### config.mk
export PLATFORM = sky130hd
export DESIGN_NAME = id3v2_cover_art_extractor
export DESIGN_NICKNAME = d
export VERILOG_FILES = /design/src/sv/id3cae_pkg.sv /design/src/sv/id3v2_cover_art_extractor.sv
export SDC_FILE = /design/constraint.sdc
export NUM_CORES = 1
export LEC_CHECK = 0
export BUFFER_PORTS_ARGS = -buffer_cell sky130_fd_sc_hd__buf_4
export CAP_MARGIN = 20
export CORE_UTILIZATION = 50
export CTS_BUF_LIST = sky130_fd_sc_hd__clkbuf_16
export DETAILED_ROUTE_END_ITERATION = 10
export GPL_TIMING_DRIVEN = 1
export PLACE_DENSITY = 0.74
export SETUP_SLACK_MARGIN = 0.05
export SKIP_LAST_GASP = 1
export SYNTH_ARGS = -nofsm -noshare
export SYNTH_HDL_FRONTEND = slang
export SYNTH_SLANG_ARGS = --single-unit
### constraint.sdc
create_clock -name clock -period 10.65 [get_ports clock]
set_clock_uncertainty 0.05 [all_clocks]
set_input_delay 0 -clock clock [delete_from_list [all_inputs] [get_ports clock]]
set_output_delay 0 -clock clock [all_outputs]
set_load 0.005 [all_outputs]
### src/sv/id3cae_pkg.sv
// Shared types, constants and helpers for the ID3v2 cover picture extractor.
// No dependencies.
package id3cae_pkg;

   localparam int MAX_MIME_CHARS_DEF = 63;
   localparam int DESC_ZERO_RUN      = 3;

   localparam int CSR_INDEX_W = 1;
   localparam int CSR_DATA_W  = 24;

   localparam logic [CSR_INDEX_W-1:0] CSR_MAX_TAG_SIZE      = 1'd0;
   localparam logic [CSR_INDEX_W-1:0] CSR_MIN_PICTURE_BYTES = 1'd1;

   localparam logic [23:0] MAX_TAG_SIZE_RST      = 24'd10485760;
   localparam logic [15:0] MIN_PICTURE_BYTES_RST = 16'd100;

   localparam logic [31:0] APIC_ID = 32'h41504943;

   localparam logic [2:0] ST_PIC_BYTE  = 3'd0;
   localparam logic [2:0] ST_PIC_LAST  = 3'd1;
   localparam logic [2:0] ST_NO_ID3    = 3'd2;
   localparam logic [2:0] ST_BAD_TAG   = 3'd3;
   localparam logic [2:0] ST_NO_APIC   = 3'd4;
   localparam logic [2:0] ST_TOO_SMALL = 3'd5;
   localparam logic [2:0] ST_TRUNCATED = 3'd6;

   typedef enum logic [8:0] {
      PH_HEADER    = 9'b000000001,
      PH_FRAME_HDR = 9'b000000010,
      PH_SKIP      = 9'b000000100,
      PH_ENC       = 9'b000001000,
      PH_MIME      = 9'b000010000,
      PH_PTYPE     = 9'b000100000,
      PH_DESC      = 9'b001000000,
      PH_PIC       = 9'b010000000,
      PH_DONE      = 9'b100000000
   } phase_type;

   // synchsafe value of a 32-bit word, top bits of each byte not masked
   function automatic logic [28:0] synch_value(input logic [31:0] w);
      synch_value = {w[31:24], 21'd0} | {7'd0, w[23:16], 14'd0}
                  | {14'd0, w[15:8], 7'd0} | {21'd0, w[7:0]};
   endfunction

   function automatic logic [7:0] magic_byte(input logic [1:0] k);
      case (k)
         2'd0:    magic_byte = 8'h49;
         2'd1:    magic_byte = 8'h44;
         default: magic_byte = 8'h33;
      endcase
   endfunction

endpackage

### src/sv/id3v2_cover_art_extractor.sv
// ID3v2 cover picture extractor: one file byte per item in, picture bytes and status out.
// Input and output are registered; 1 item per cycle while the output is not stalled,
// set by the single registered parse step. Synchronous active-high reset returns the
// parser to the header phase and the registers to their defaults. Depends on id3cae_pkg.
module id3v2_cover_art_extractor #(
   parameter int MAX_MIME_CHARS = id3cae_pkg::MAX_MIME_CHARS_DEF
) (
   input  logic                               clock,
   input  logic                               reset,
   input  logic                               req_valid,
   output logic                               req_stall,
   input  logic [7:0]                         req_data_byte,
   input  logic                               req_start_of_file,
   input  logic                               req_end_of_file,
   output logic                               rsp_valid,
   input  logic                               rsp_stall,
   output logic [7:0]                         rsp_pic_byte,
   output logic                               rsp_is_last,
   output logic                               rsp_found,
   output logic [2:0]                         rsp_status,
   input  logic                               csr_valid,
   output logic                               csr_ready,
   input  logic [id3cae_pkg::CSR_INDEX_W-1:0] csr_index,
   input  logic [id3cae_pkg::CSR_DATA_W-1:0]  csr_wdata
);
   import id3cae_pkg::*;

   localparam int MIME_W = $clog2(MAX_MIME_CHARS + 1);

   logic [23:0] max_tag_ff;
   logic [15:0] min_pic_ff;

   logic        in_valid_ff, in_valid_in;
   logic [7:0]  in_data_ff;
   logic        in_sof_ff, in_eof_ff;

   logic        out_valid_ff, out_valid_in;
   logic [7:0]  out_byte_ff, out_byte_in;
   logic        out_last_ff, out_last_in;
   logic        out_found_ff, out_found_in;
   logic [2:0]  out_status_ff, out_status_in;

   phase_type   phase_ff, phase_in, cur_phase;
   logic [3:0]  hcnt_ff, hcnt_in, cur_hcnt;
   logic [23:0] tag_len_ff, tag_len_in, cur_tag_len;
   logic [23:0] tag_pos_ff, tag_pos_in, cur_tag_pos;
   logic [31:0] name_ff, name_in, cur_name;
   logic [31:0] fsb_ff, fsb_in, cur_fsb;
   logic [23:0] frm_len_ff, frm_len_in, cur_frm_len;
   logic [23:0] frm_off_ff, frm_off_in, cur_frm_off;
   logic [MIME_W-1:0] mime_ff, mime_in, cur_mime;
   logic [1:0]  zrun_ff, zrun_in, cur_zrun;
   logic        bad_ff, bad_in, cur_bad;

   logic        out_free, fire;
   logic [28:0] hdr_sz;
   logic [23:0] room;
   logic [31:0] frm_sz;
   logic        frm_end;
   logic [23:0] pic_rem;

   assign out_free  = !out_valid_ff || !rsp_stall;
   assign fire      = in_valid_ff && out_free;
   assign req_stall = in_valid_ff && !out_free;
   assign csr_ready = 1'b1;

   assign in_valid_in = (req_valid && !req_stall) || (in_valid_ff && !fire);

   assign cur_phase   = in_sof_ff ? PH_HEADER : phase_ff;
   assign cur_hcnt    = in_sof_ff ? 4'd0 : hcnt_ff;
   assign cur_tag_len = in_sof_ff ? 24'd0 : tag_len_ff;
   assign cur_tag_pos = in_sof_ff ? 24'd0 : tag_pos_ff;
   assign cur_name    = in_sof_ff ? 32'd0 : name_ff;
   assign cur_fsb     = in_sof_ff ? 32'd0 : fsb_ff;
   assign cur_frm_len = in_sof_ff ? 24'd0 : frm_len_ff;
   assign cur_frm_off = in_sof_ff ? 24'd0 : frm_off_ff;
   assign cur_mime    = in_sof_ff ? '0 : mime_ff;
   assign cur_zrun    = in_sof_ff ? 2'd0 : zrun_ff;
   assign cur_bad     = in_sof_ff ? 1'b0 : bad_ff;

   always_comb begin
      phase_in   = cur_phase;
      hcnt_in    = cur_hcnt;
      tag_len_in = cur_tag_len;
      tag_pos_in = cur_tag_pos;
      name_in    = cur_name;
      fsb_in     = cur_fsb;
      frm_len_in = cur_frm_len;
      frm_off_in = cur_frm_off;
      mime_in    = cur_mime;
      zrun_in    = cur_zrun;
      bad_in     = cur_bad;

      out_valid_in  = 1'b0;
      out_byte_in   = 8'd0;
      out_last_in   = 1'b0;
      out_found_in  = 1'b0;
      out_status_in = ST_PIC_BYTE;

      hdr_sz  = '0;
      room    = cur_tag_len - (cur_tag_pos + 24'd1);
      frm_sz  = cur_fsb;
      frm_end = 1'b0;
      pic_rem = '0;

      if (in_eof_ff) begin
         if (cur_phase != PH_DONE) begin
            out_valid_in  = 1'b1;
            out_last_in   = 1'b1;
            out_status_in = ST_TRUNCATED;
            phase_in      = PH_DONE;
         end
      end else begin
         unique case (cur_phase) inside
            PH_HEADER: begin
               if (cur_hcnt < 4'd3 && in_data_ff != magic_byte(cur_hcnt[1:0])) begin
                  bad_in = 1'b1;
               end
               if (cur_hcnt >= 4'd6) begin
                  fsb_in = {cur_fsb[23:0], in_data_ff};
               end
               hcnt_in = cur_hcnt + 4'd1;
               if (cur_hcnt >= 4'd9) begin
                  hdr_sz     = synch_value(fsb_in);
                  tag_len_in = hdr_sz[23:0];
                  tag_pos_in = 24'd0;
                  hcnt_in    = 4'd0;
                  fsb_in     = 32'd0;
                  name_in    = 32'd0;
                  phase_in   = PH_FRAME_HDR;
                  out_valid_in = 1'b1;
                  out_last_in  = 1'b1;
                  if (bad_in) begin
                     out_status_in = ST_NO_ID3;
                     phase_in      = PH_DONE;
                  end else if (hdr_sz == 29'd0 || hdr_sz > {5'd0, max_tag_ff}) begin
                     out_status_in = ST_BAD_TAG;
                     phase_in      = PH_DONE;
                  end else if (hdr_sz < 29'd10) begin
                     out_status_in = ST_NO_APIC;
                     phase_in      = PH_DONE;
                  end else begin
                     out_valid_in = 1'b0;
                     out_last_in  = 1'b0;
                  end
               end
            end

            PH_FRAME_HDR: begin
               tag_pos_in = cur_tag_pos + 24'd1;
               if (cur_hcnt < 4'd4) begin
                  name_in = {cur_name[23:0], in_data_ff};
               end else if (cur_hcnt < 4'd8) begin
                  fsb_in = {cur_fsb[23:0], in_data_ff};
               end
               hcnt_in = cur_hcnt + 4'd1;
               if (cur_hcnt >= 4'd9) begin
                  hcnt_in = 4'd0;
                  if (cur_fsb > {8'd0, room}) begin
                     frm_sz = {3'd0, synch_value(cur_fsb)};
                  end
                  if (frm_sz == 32'd0 || frm_sz > {8'd0, room}) begin
                     out_valid_in  = 1'b1;
                     out_last_in   = 1'b1;
                     out_status_in = ST_NO_APIC;
                     phase_in      = PH_DONE;
                  end else begin
                     frm_len_in = frm_sz[23:0];
                     frm_off_in = 24'd0;
                     mime_in    = '0;
                     zrun_in    = 2'd0;
                     phase_in   = (cur_name == APIC_ID) ? PH_ENC : PH_SKIP;
                  end
               end
            end

            PH_SKIP, PH_ENC, PH_MIME, PH_PTYPE, PH_DESC, PH_PIC: begin
               tag_pos_in = cur_tag_pos + 24'd1;
               frm_off_in = cur_frm_off + 24'd1;
               frm_end    = frm_off_in >= cur_frm_len;
               unique case (cur_phase)
                  PH_SKIP: begin
                     if (frm_end) begin
                        if ({1'b0, tag_pos_in} + 25'd10 > {1'b0, cur_tag_len}) begin
                           out_valid_in  = 1'b1;
                           out_last_in   = 1'b1;
                           out_status_in = ST_NO_APIC;
                           phase_in      = PH_DONE;
                        end else begin
                           name_in  = 32'd0;
                           fsb_in   = 32'd0;
                           phase_in = PH_FRAME_HDR;
                        end
                     end
                  end
                  PH_ENC: begin
                     phase_in = PH_MIME;
                     if (frm_end) begin
                        out_valid_in  = 1'b1;
                        out_last_in   = 1'b1;
                        out_status_in = ST_NO_APIC;
                        phase_in      = PH_DONE;
                     end
                  end
                  PH_MIME: begin
                     if (in_data_ff != 8'd0 && cur_mime < MIME_W'(MAX_MIME_CHARS)) begin
                        mime_in = cur_mime + 1'b1;
                     end else begin
                        phase_in = PH_PTYPE;
                     end
                     if (frm_end) begin
                        out_valid_in  = 1'b1;
                        out_last_in   = 1'b1;
                        out_status_in = ST_NO_APIC;
                        phase_in      = PH_DONE;
                     end
                  end
                  PH_PTYPE: begin
                     phase_in = PH_DESC;
                     if (frm_end) begin
                        out_valid_in  = 1'b1;
                        out_last_in   = 1'b1;
                        out_status_in = ST_TOO_SMALL;
                        phase_in      = PH_DONE;
                     end
                  end
                  PH_DESC: begin
                     zrun_in = (in_data_ff == 8'd0) ? cur_zrun + 2'd1 : 2'd0;
                     pic_rem = cur_frm_len - frm_off_in;
                     if (zrun_in >= 2'(DESC_ZERO_RUN)) begin
                        if (pic_rem > {8'd0, min_pic_ff}) begin
                           phase_in = PH_PIC;
                        end else begin
                           out_valid_in  = 1'b1;
                           out_last_in   = 1'b1;
                           out_status_in = ST_TOO_SMALL;
                           phase_in      = PH_DONE;
                        end
                     end else if (frm_end) begin
                        out_valid_in  = 1'b1;
                        out_last_in   = 1'b1;
                        out_status_in = ST_TOO_SMALL;
                        phase_in      = PH_DONE;
                     end
                  end
                  default: begin
                     out_valid_in = 1'b1;
                     out_byte_in  = in_data_ff;
                     if (frm_end) begin
                        out_last_in   = 1'b1;
                        out_found_in  = 1'b1;
                        out_status_in = ST_PIC_LAST;
                        phase_in      = PH_DONE;
                     end
                  end
               endcase
            end

            default: begin
               phase_in = cur_phase;
            end
         endcase
      end
   end

   always_ff @(posedge clock) begin
      if (reset) begin
         max_tag_ff <= MAX_TAG_SIZE_RST;
         min_pic_ff <= MIN_PICTURE_BYTES_RST;
      end else if (csr_valid && csr_ready) begin
         unique case (csr_index)
            CSR_MAX_TAG_SIZE:      max_tag_ff <= csr_wdata[23:0];
            CSR_MIN_PICTURE_BYTES: min_pic_ff <= csr_wdata[15:0];
            default:               max_tag_ff <= max_tag_ff;
         endcase
      end
   end

   always_ff @(posedge clock) begin
      if (reset) begin
         in_valid_ff <= 1'b0;
      end else begin
         in_valid_ff <= in_valid_in;
      end
      if (req_valid && !req_stall) begin
         in_data_ff <= req_data_byte;
         in_sof_ff  <= req_start_of_file;
         in_eof_ff  <= req_end_of_file;
      end
   end

   always_ff @(posedge clock) begin
      if (reset) begin
         phase_ff   <= PH_HEADER;
         hcnt_ff    <= 4'd0;
         tag_len_ff <= 24'd0;
         tag_pos_ff <= 24'd0;
         name_ff    <= 32'd0;
         fsb_ff     <= 32'd0;
         frm_len_ff <= 24'd0;
         frm_off_ff <= 24'd0;
         mime_ff    <= '0;
         zrun_ff    <= 2'd0;
         bad_ff     <= 1'b0;
      end else if (fire) begin
         phase_ff   <= phase_in;
         hcnt_ff    <= hcnt_in;
         tag_len_ff <= tag_len_in;
         tag_pos_ff <= tag_pos_in;
         name_ff    <= name_in;
         fsb_ff     <= fsb_in;
         frm_len_ff <= frm_len_in;
         frm_off_ff <= frm_off_in;
         mime_ff    <= mime_in;
         zrun_ff    <= zrun_in;
         bad_ff     <= bad_in;
      end
   end

   always_ff @(posedge clock) begin
      if (reset) begin
         out_valid_ff <= 1'b0;
      end else if (out_free) begin
         out_valid_ff <= fire && out_valid_in;
      end
      if (fire && out_valid_in) begin
         out_byte_ff   <= out_byte_in;
         out_last_ff   <= out_last_in;
         out_found_ff  <= out_found_in;
         out_status_ff <= out_status_in;
      end
   end

   assign rsp_valid    = out_valid_ff;
   assign rsp_pic_byte = out_byte_ff;
   assign rsp_is_last  = out_last_ff;
   assign rsp_found    = out_found_ff;
   assign rsp_status   = out_status_ff;

   a_found_is_success: assert property (@(posedge clock) disable iff (reset)
      rsp_valid && rsp_found |-> rsp_is_last && rsp_status == ST_PIC_LAST)
      else $error("found without a successful last item");

   a_not_last_is_pic: assert property (@(posedge clock) disable iff (reset)
      rsp_valid && !rsp_is_last |-> rsp_status == ST_PIC_BYTE && !rsp_found)
      else $error("non-final item with a final status");

   a_silent_after_done: assert property (@(posedge clock) disable iff (reset)
      fire && phase_ff == PH_DONE && !in_sof_ff |=> !rsp_valid)
      else $error("item emitted after the final item of a file");

endmodule
# Yosys cells after proc, flatten, opt, wreduce, memory -nomap -nowiden
# Cells that the tools add are included.
[totals]
regBits = 247
output_inout_bits = 16
word_cells = 218
[classes]
n_addsub = 8
n_lt_le_gt_ge = 14
eq_ne = 12
muxes = 125
bitwise_logic = 8
n_reduce_logical = 29
[op_table]
columns = ["op", "count"]
rows = [
  ["$mux 32", 22],
  ["$mux 24", 16],
  ["$pmux 32 s3", 2],
  ["$mux 9", 18],
  ["$pmux 24 s2", 2],
  ["$gt 32x24->1", 2],
  ["$or 29x15->29", 2],
  ["$or 29x22->29", 2],
  ["$or 29x8->29", 2],
  ["$add 24x1->24 const B", 2],
  ["$sub 24x24->24", 2],
  ["$pmux 9 s5", 1],
  ["$mux 3", 14],
  ["$mux 6", 6],
  ["$eq 32x31->1 const B", 1],
  ["$logic_not 32->1", 1],
  ["$gt 29x24->1", 1],
  ["$logic_not 29->1", 1],
  ["$lt 29x4->1 const B", 1],
  ["$pmux 9 s3", 1],
  ["$add 24x4->25 const B", 1],
  ["$gt 25x24->1", 1],
  ["$ge 24x24->1", 1],
  ["$gt 24x16->1", 1],
  ["44 further kinds", 93],
]

# Logic depth before layout (Yosys ltp)
[logic_depth]
ltp_word = 16
ltp_mapped = 59
mapped_depth_nobuf = 48

# Worst setup path before layout
# Ideal clock, no wire load.
[synth_timing]
kind = "reg-to-reg"
from = "register in_sof_ff"
to = "register out_found_ff (netlist: rsp_found), enable pin"
setup_time_ps = 388
arrival_ps = 10492
slack_ps = -280
path_stages_with_launch = 50
n_path_buf = 10
synth_period_minus_slack_ps = 10930
cell_sequence = "edfxtp_1 clkbuf_1 clkbuf_1 clkbuf_1 buf_1 clkbuf_1 clkbuf_1 clkbuf_1 buf_1 clkbuf_1 nor2b_1 ha_1 nand3_1 xor2_1 nor2_1 inv_1 ha_1 and2_1 [... 14 more ...] nand4_1 nor3_1 o31ai_1 a211oi_4 a21oi_2 nor2_1 clkbuf_1 o21ai_0 ha_1 and4_1 and2_1 o211ai_1 or3_1 o311a_1 nand4_1 o221a_2 a21oi_1 o22ai_1"
[synth_via]
elab_chain_len = 16
elab_cells_between_ends = 81
cone_classes = "6 x add/sub; 11 x order compare; 11 x eq/ne; 38 x mux; 6 x bitwise; 9 x reduce/logical"
[synth_rtl]
columns = ["item", "line_no", "rtl"]
rows = [
  ["from (decl)", "id3v2_cover_art_extractor.sv:35", "logic in_sof_ff, in_eof_ff;"],
  ["from (signal assigned)", "id3v2_cover_art_extractor.sv:287", "in_sof_ff <= req_start_of_file;"],
  ["parallel branches: the longest is 14 deep, another holds $gt 32x24->1", "-", ""],
  ["$mux 1 (*)", "id3v2_cover_art_extractor.sv:106", "if (in_eof_ff) begin"],
  ["$logic_and 1x1->1 (*)", "id3v2_cover_art_extractor.sv:326", "if (fire && out_valid_in) begin"],
  ["to (signal assigned)", "id3v2_cover_art_extractor.sv:329", "out_found_ff <= out_found_in;"],
  ["to (decl)", "id3v2_cover_art_extractor.sv:40", "logic out_found_ff, out_found_in;"],
]
# Mark *: on every way between the ends. The select of a mux whose other input is x is not followed.
# A chain may end at the register's enable or synchronous reset.

# Final worst setup path
[layout_timing]
from = "register in_sof_ff"
to = "register out_byte_ff[4] (netlist: rsp_pic_byte[4]), enable pin"
[layout_via]
elab_chain_len = 16
elab_cells_between_ends = 81
cone_classes = "6 x add/sub; 11 x order compare; 11 x eq/ne; 38 x mux; 6 x bitwise; 9 x reduce/logical"
[layout_rtl]
columns = ["item", "line_no", "rtl"]
rows = [
  ["parallel branches: the longest is 14 deep, another holds $gt 32x24->1", "-", ""],
  ["$mux 1 (*)", "id3v2_cover_art_extractor.sv:106", ""],
  ["$logic_and 1x1->1 (*)", "id3v2_cover_art_extractor.sv:326", ""],
  ["to (signal assigned)", "id3v2_cover_art_extractor.sv:327", "out_byte_ff <= out_byte_in;"],
  ["to (decl)", "id3v2_cover_art_extractor.sv:38", "logic [7:0] out_byte_ff, out_byte_in;"],
]
# Marks and branches as above.

==> impl_metrics.py <==
metrics = {
    "status": {
        "status": "finished clean",
    },
    "synth": {
        "synthFlopType": "dfxtp_1",
        "synth_top_area_share_pct": 24.4,
        "netlist_top_cells_area": "dfxtp_1 24%, ha_1 10%, nand2_1 5.8%",
        "ys_seq_area_share_pct": 28.2,
        "synth_cell_types": 91,
        "syn_inst": 2374,
        "synth_top_family_by_area": "compound AO/OA/AOI/OAI gates",
        "synth-seq-cells": 247,
        "synth_edf_count": 23,
        "synthAdderAreaFrac_pct": 10.6,
        "synth_top_area_cell": "dfxtp_1",
        "syn_area_per_cell_um2": 7.73,
        "synth_compound_area_share_pct": 24.3,
        "yosys_warnings": 0,
        "syn-num-nets": 2568,
        "synth-xor-area-share_pct": 5.41,
        "yosys.area_share.simple_pct": 23.9,
        "syn_area_mm2": 0.0184,
        "async_flop_share_pct": 0,
        "synth_mux_area_share_pct": 2.16,
    },
    "setup_path": {
        "path_class": "reg2reg",
        "cp.required_ns": 10.90,
        "cp-end-kind": "register",
        "cp_max_fo": 13,
        "start_kind": "register",
        "cpMaxStageDelayCell": "edfxtp_1",
        "arrival_ns": 9.95,
        "crit_buf_inv": 3,
        "cp_common_cell": "a21oi_1",
        "cp_top_family": "compound AO/OA/AOI/OAI gates",
        "slowest_delay_ns": 0.49,
    },
    "finish": {
        "final_common_cell": "nand2_1",
        "syn2layout_area_growth_pct": 12.6,
        "fin_nets": 2621,
        "insertedDiodeCount": 0,
        "fin_cells": 2911,
        "mostFrequentLayoutCells": "283 x nand2_1, 238 x nor2_1, 224 x dfxtp_1",
        "drive_above_1_share_pct": 7.10,
        "fillerInstances": 3271,
    },
    "power": {
        "p_per_area_mw_per_mm2": 103,
        "peakVddDrop_uv": 133,
        "p_leak_nw": 8.38,
    },
    "global_route": {
        "grt_pass1_wl_um": 97800,
        "antenna_found_initial": 1,
        "grt.total_usage_pct": 32.6,
        "grt_pass1_vias": 17400,
        "grt_max_degree": 114,
        "overflow": 0,
    },
    "floorplanning": {
        "chipHeight_um": 194,
        "core-area_mm2": 0.0358,
        "die_area_mm2": 0.0375,
        "die_w_um": 194,
        "initial_utilization_pct": 51.2,
        "rows": 69,
        "io_pins": 56,
    },
    "clock_network": {
        "clk_pin_slew_worst_paths_ns": 0.06,
        "htreeDepth": 1,
        "clock_latency_ns": 0.59,
        "cts.sinks": 247,
        "cts_tree": "yes",
        "cts_made_buffers": 29,
        "cts_root_buf": "clkbuf_16",
        "clk_path_buf_depth": 3,
    },
    "drt": {
        "viasPerCell": 6.34,
        "drc": 0,
        "vias": 18500,
        "drt_iter0_markers": 2051,
        "drt-pass1-iter-count": 6,
        "wl_per_cell_um": 21.4,
        "wirelength_um": 62200,
        "drtAntennaViolNets": 0,
    },
    "timing": {
        "layout_min_cycle_time_ns": 9.70,
        "slew_violations": 0,
        "fmax_mhz": 103,
        "max_slew_margin_pct": 12.8,
        "holdWs_ns": 0.0781,
        "timing.setup.tns_ns": 0,
        "post-route-period-util_pct": 91.1,
        "setup_viol": 0,
        "hold_violations": 0,
        "rsz0062_at_grt": "false",
        "worstMarginPinSlew_ns": 1.29,
    },
    "place": {
        "dp_hpwl_um": 45700,
        "dpl.cell_count": 2800,
        "port_buffers": 54,
        "routabilityCongestion": 1.03,
    },
    "flow_run": {
        "cap_violations": 0,
    },
    "min_path": {
        "hold_path_class": "in2reg",
    },
}
==> kinds of logic (layout without fill, tap and decap cells) <==
logic type	after synthesis	count (layout)
multiplexers	39	39
AND/OR/NAND/NOR	909	909
AO/OA/AOI/OAI	662	662
other	1	1
buffers and inverters	254	330
adder cells (fa/ha/maj)	155	155
flip-flops	247	247
XOR/XNOR	107	107
==> through the flow <==
stage               power (mW)  utilization (%)  cell area, µm²  setup WS [ns]
floorplan                 1.06                -           18400         0.0577
global placement          1.11             53.4           19100           1.10
detailed placement        1.11             53.4           19100          0.679
CTS                       2.13             57.5           20600          0.643
global route              2.19             57.7           20700         0.0520
finish                    2.13             57.7           20700          0.948
==> registers in the layout (all words and copies together) (netlist names), 2 cells and up <==
signal and cells:
max_tag_ff 24, name_ff 32, hcnt_ff 4, min_pic_ff 16, fsb_ff 32, frm_off_ff 24, rsp_status 3, in_data_ff 8
tag_pos_ff 24, phase_ff 9, zrun_ff 2, mime_ff 6, rsp_pic_byte 8, frm_len_ff 24, tag_len_ff 24
==> metal layers <==
metal / vias to the layer above / global-route usage [%] / share of wire [%]
met2: 867 / 52.8 / 46
met3: 159 / 4.32 / 7.8
met4: 0 / 15.3 / 5.0
li1: 8690 / - / -
met1: 8740 / 42.8 / 42
met5: - / 0 / 0
==> path summary, 6_finish.rpt <==
check	depth (start not counted)	endpoint	from	slack, ns
max	43	rsp_pic_byte[4]	in_sof_ff	0.95
min	2	in_eof_ff	req_end_of_file	0.08
max reg2reg	43	rsp_pic_byte[4]	in_sof_ff	0.95
min reg2reg	2	min_pic_ff[10]	min_pic_ff[10]	0.41
==> power breakdown <==
group	switching [mW]	leakage (nW)	total, mW	internal [mW]
Sequential	0.0124	2.03	0.963	0.950
Clock	0.438	0.467	1.01	0.573
Combinational	0.0990	5.88	0.152	0.0531
==> layout make-up <==
type | count | area (µm²) | share of cell area (%)
Tap cell | 461 | 577 | 2.79
Inverter | 135 | 507 | 2.45
Timing Repair Buffer | 141 | 1210 | 5.84
Clock inverter | 25 | 226 | 1.10
Sequential cell | 247 | 5170 | 25.0
Clock buffer | 29 | 726 | 3.51
Multi-Input combinational cell | 1873 | 12200 | 59.3
==> cells in the mapped netlist, types with 11 or more instances <==
| library cell | n |
|---|---|
| a211oi_1 | 12 |
| a21o_1 | 57 |
| a21oi_1 | 155 |
| a22o_1 | 11 |
| a22oi_1 | 97 |
| a311oi_1 | 17 |
| a31oi_1 | 21 |
| a32o_1 | 22 |
| and2_1 | 22 |
| and3_1 | 17 |
| buf_1 | 14 |
| clkbuf_1 | 96 |
| dfxtp_1 | 224 |
| edfxtp_1 | 23 |
| ha_1 | 152 |
| inv_1 | 133 |
| mux2i_1 | 34 |
| nand2_1 | 284 |
| nand2b_1 | 22 |
| nand3_1 | 49 |
| nand4_1 | 44 |
| nor2_1 | 239 |
| nor2b_1 | 73 |
| nor3_1 | 56 |
| nor4_1 | 21 |
| o211ai_1 | 13 |
| o21a_1 | 25 |
| o21ai_0 | 120 |
| o22ai_1 | 20 |
| or3_1 | 19 |
| xnor2_1 | 61 |
| xor2_1 | 42 |
==> repair_timing <==
action | 4_1_cts | 5_1_grt
hold buffers | 53 | 0
resized for setup | 0 | 3
endpoints found under the hold margin | 107 | 0
setup buffers | 0 | 3
setup endpoints to repair | 0 | 61
(Power assumes the default switching activity.)
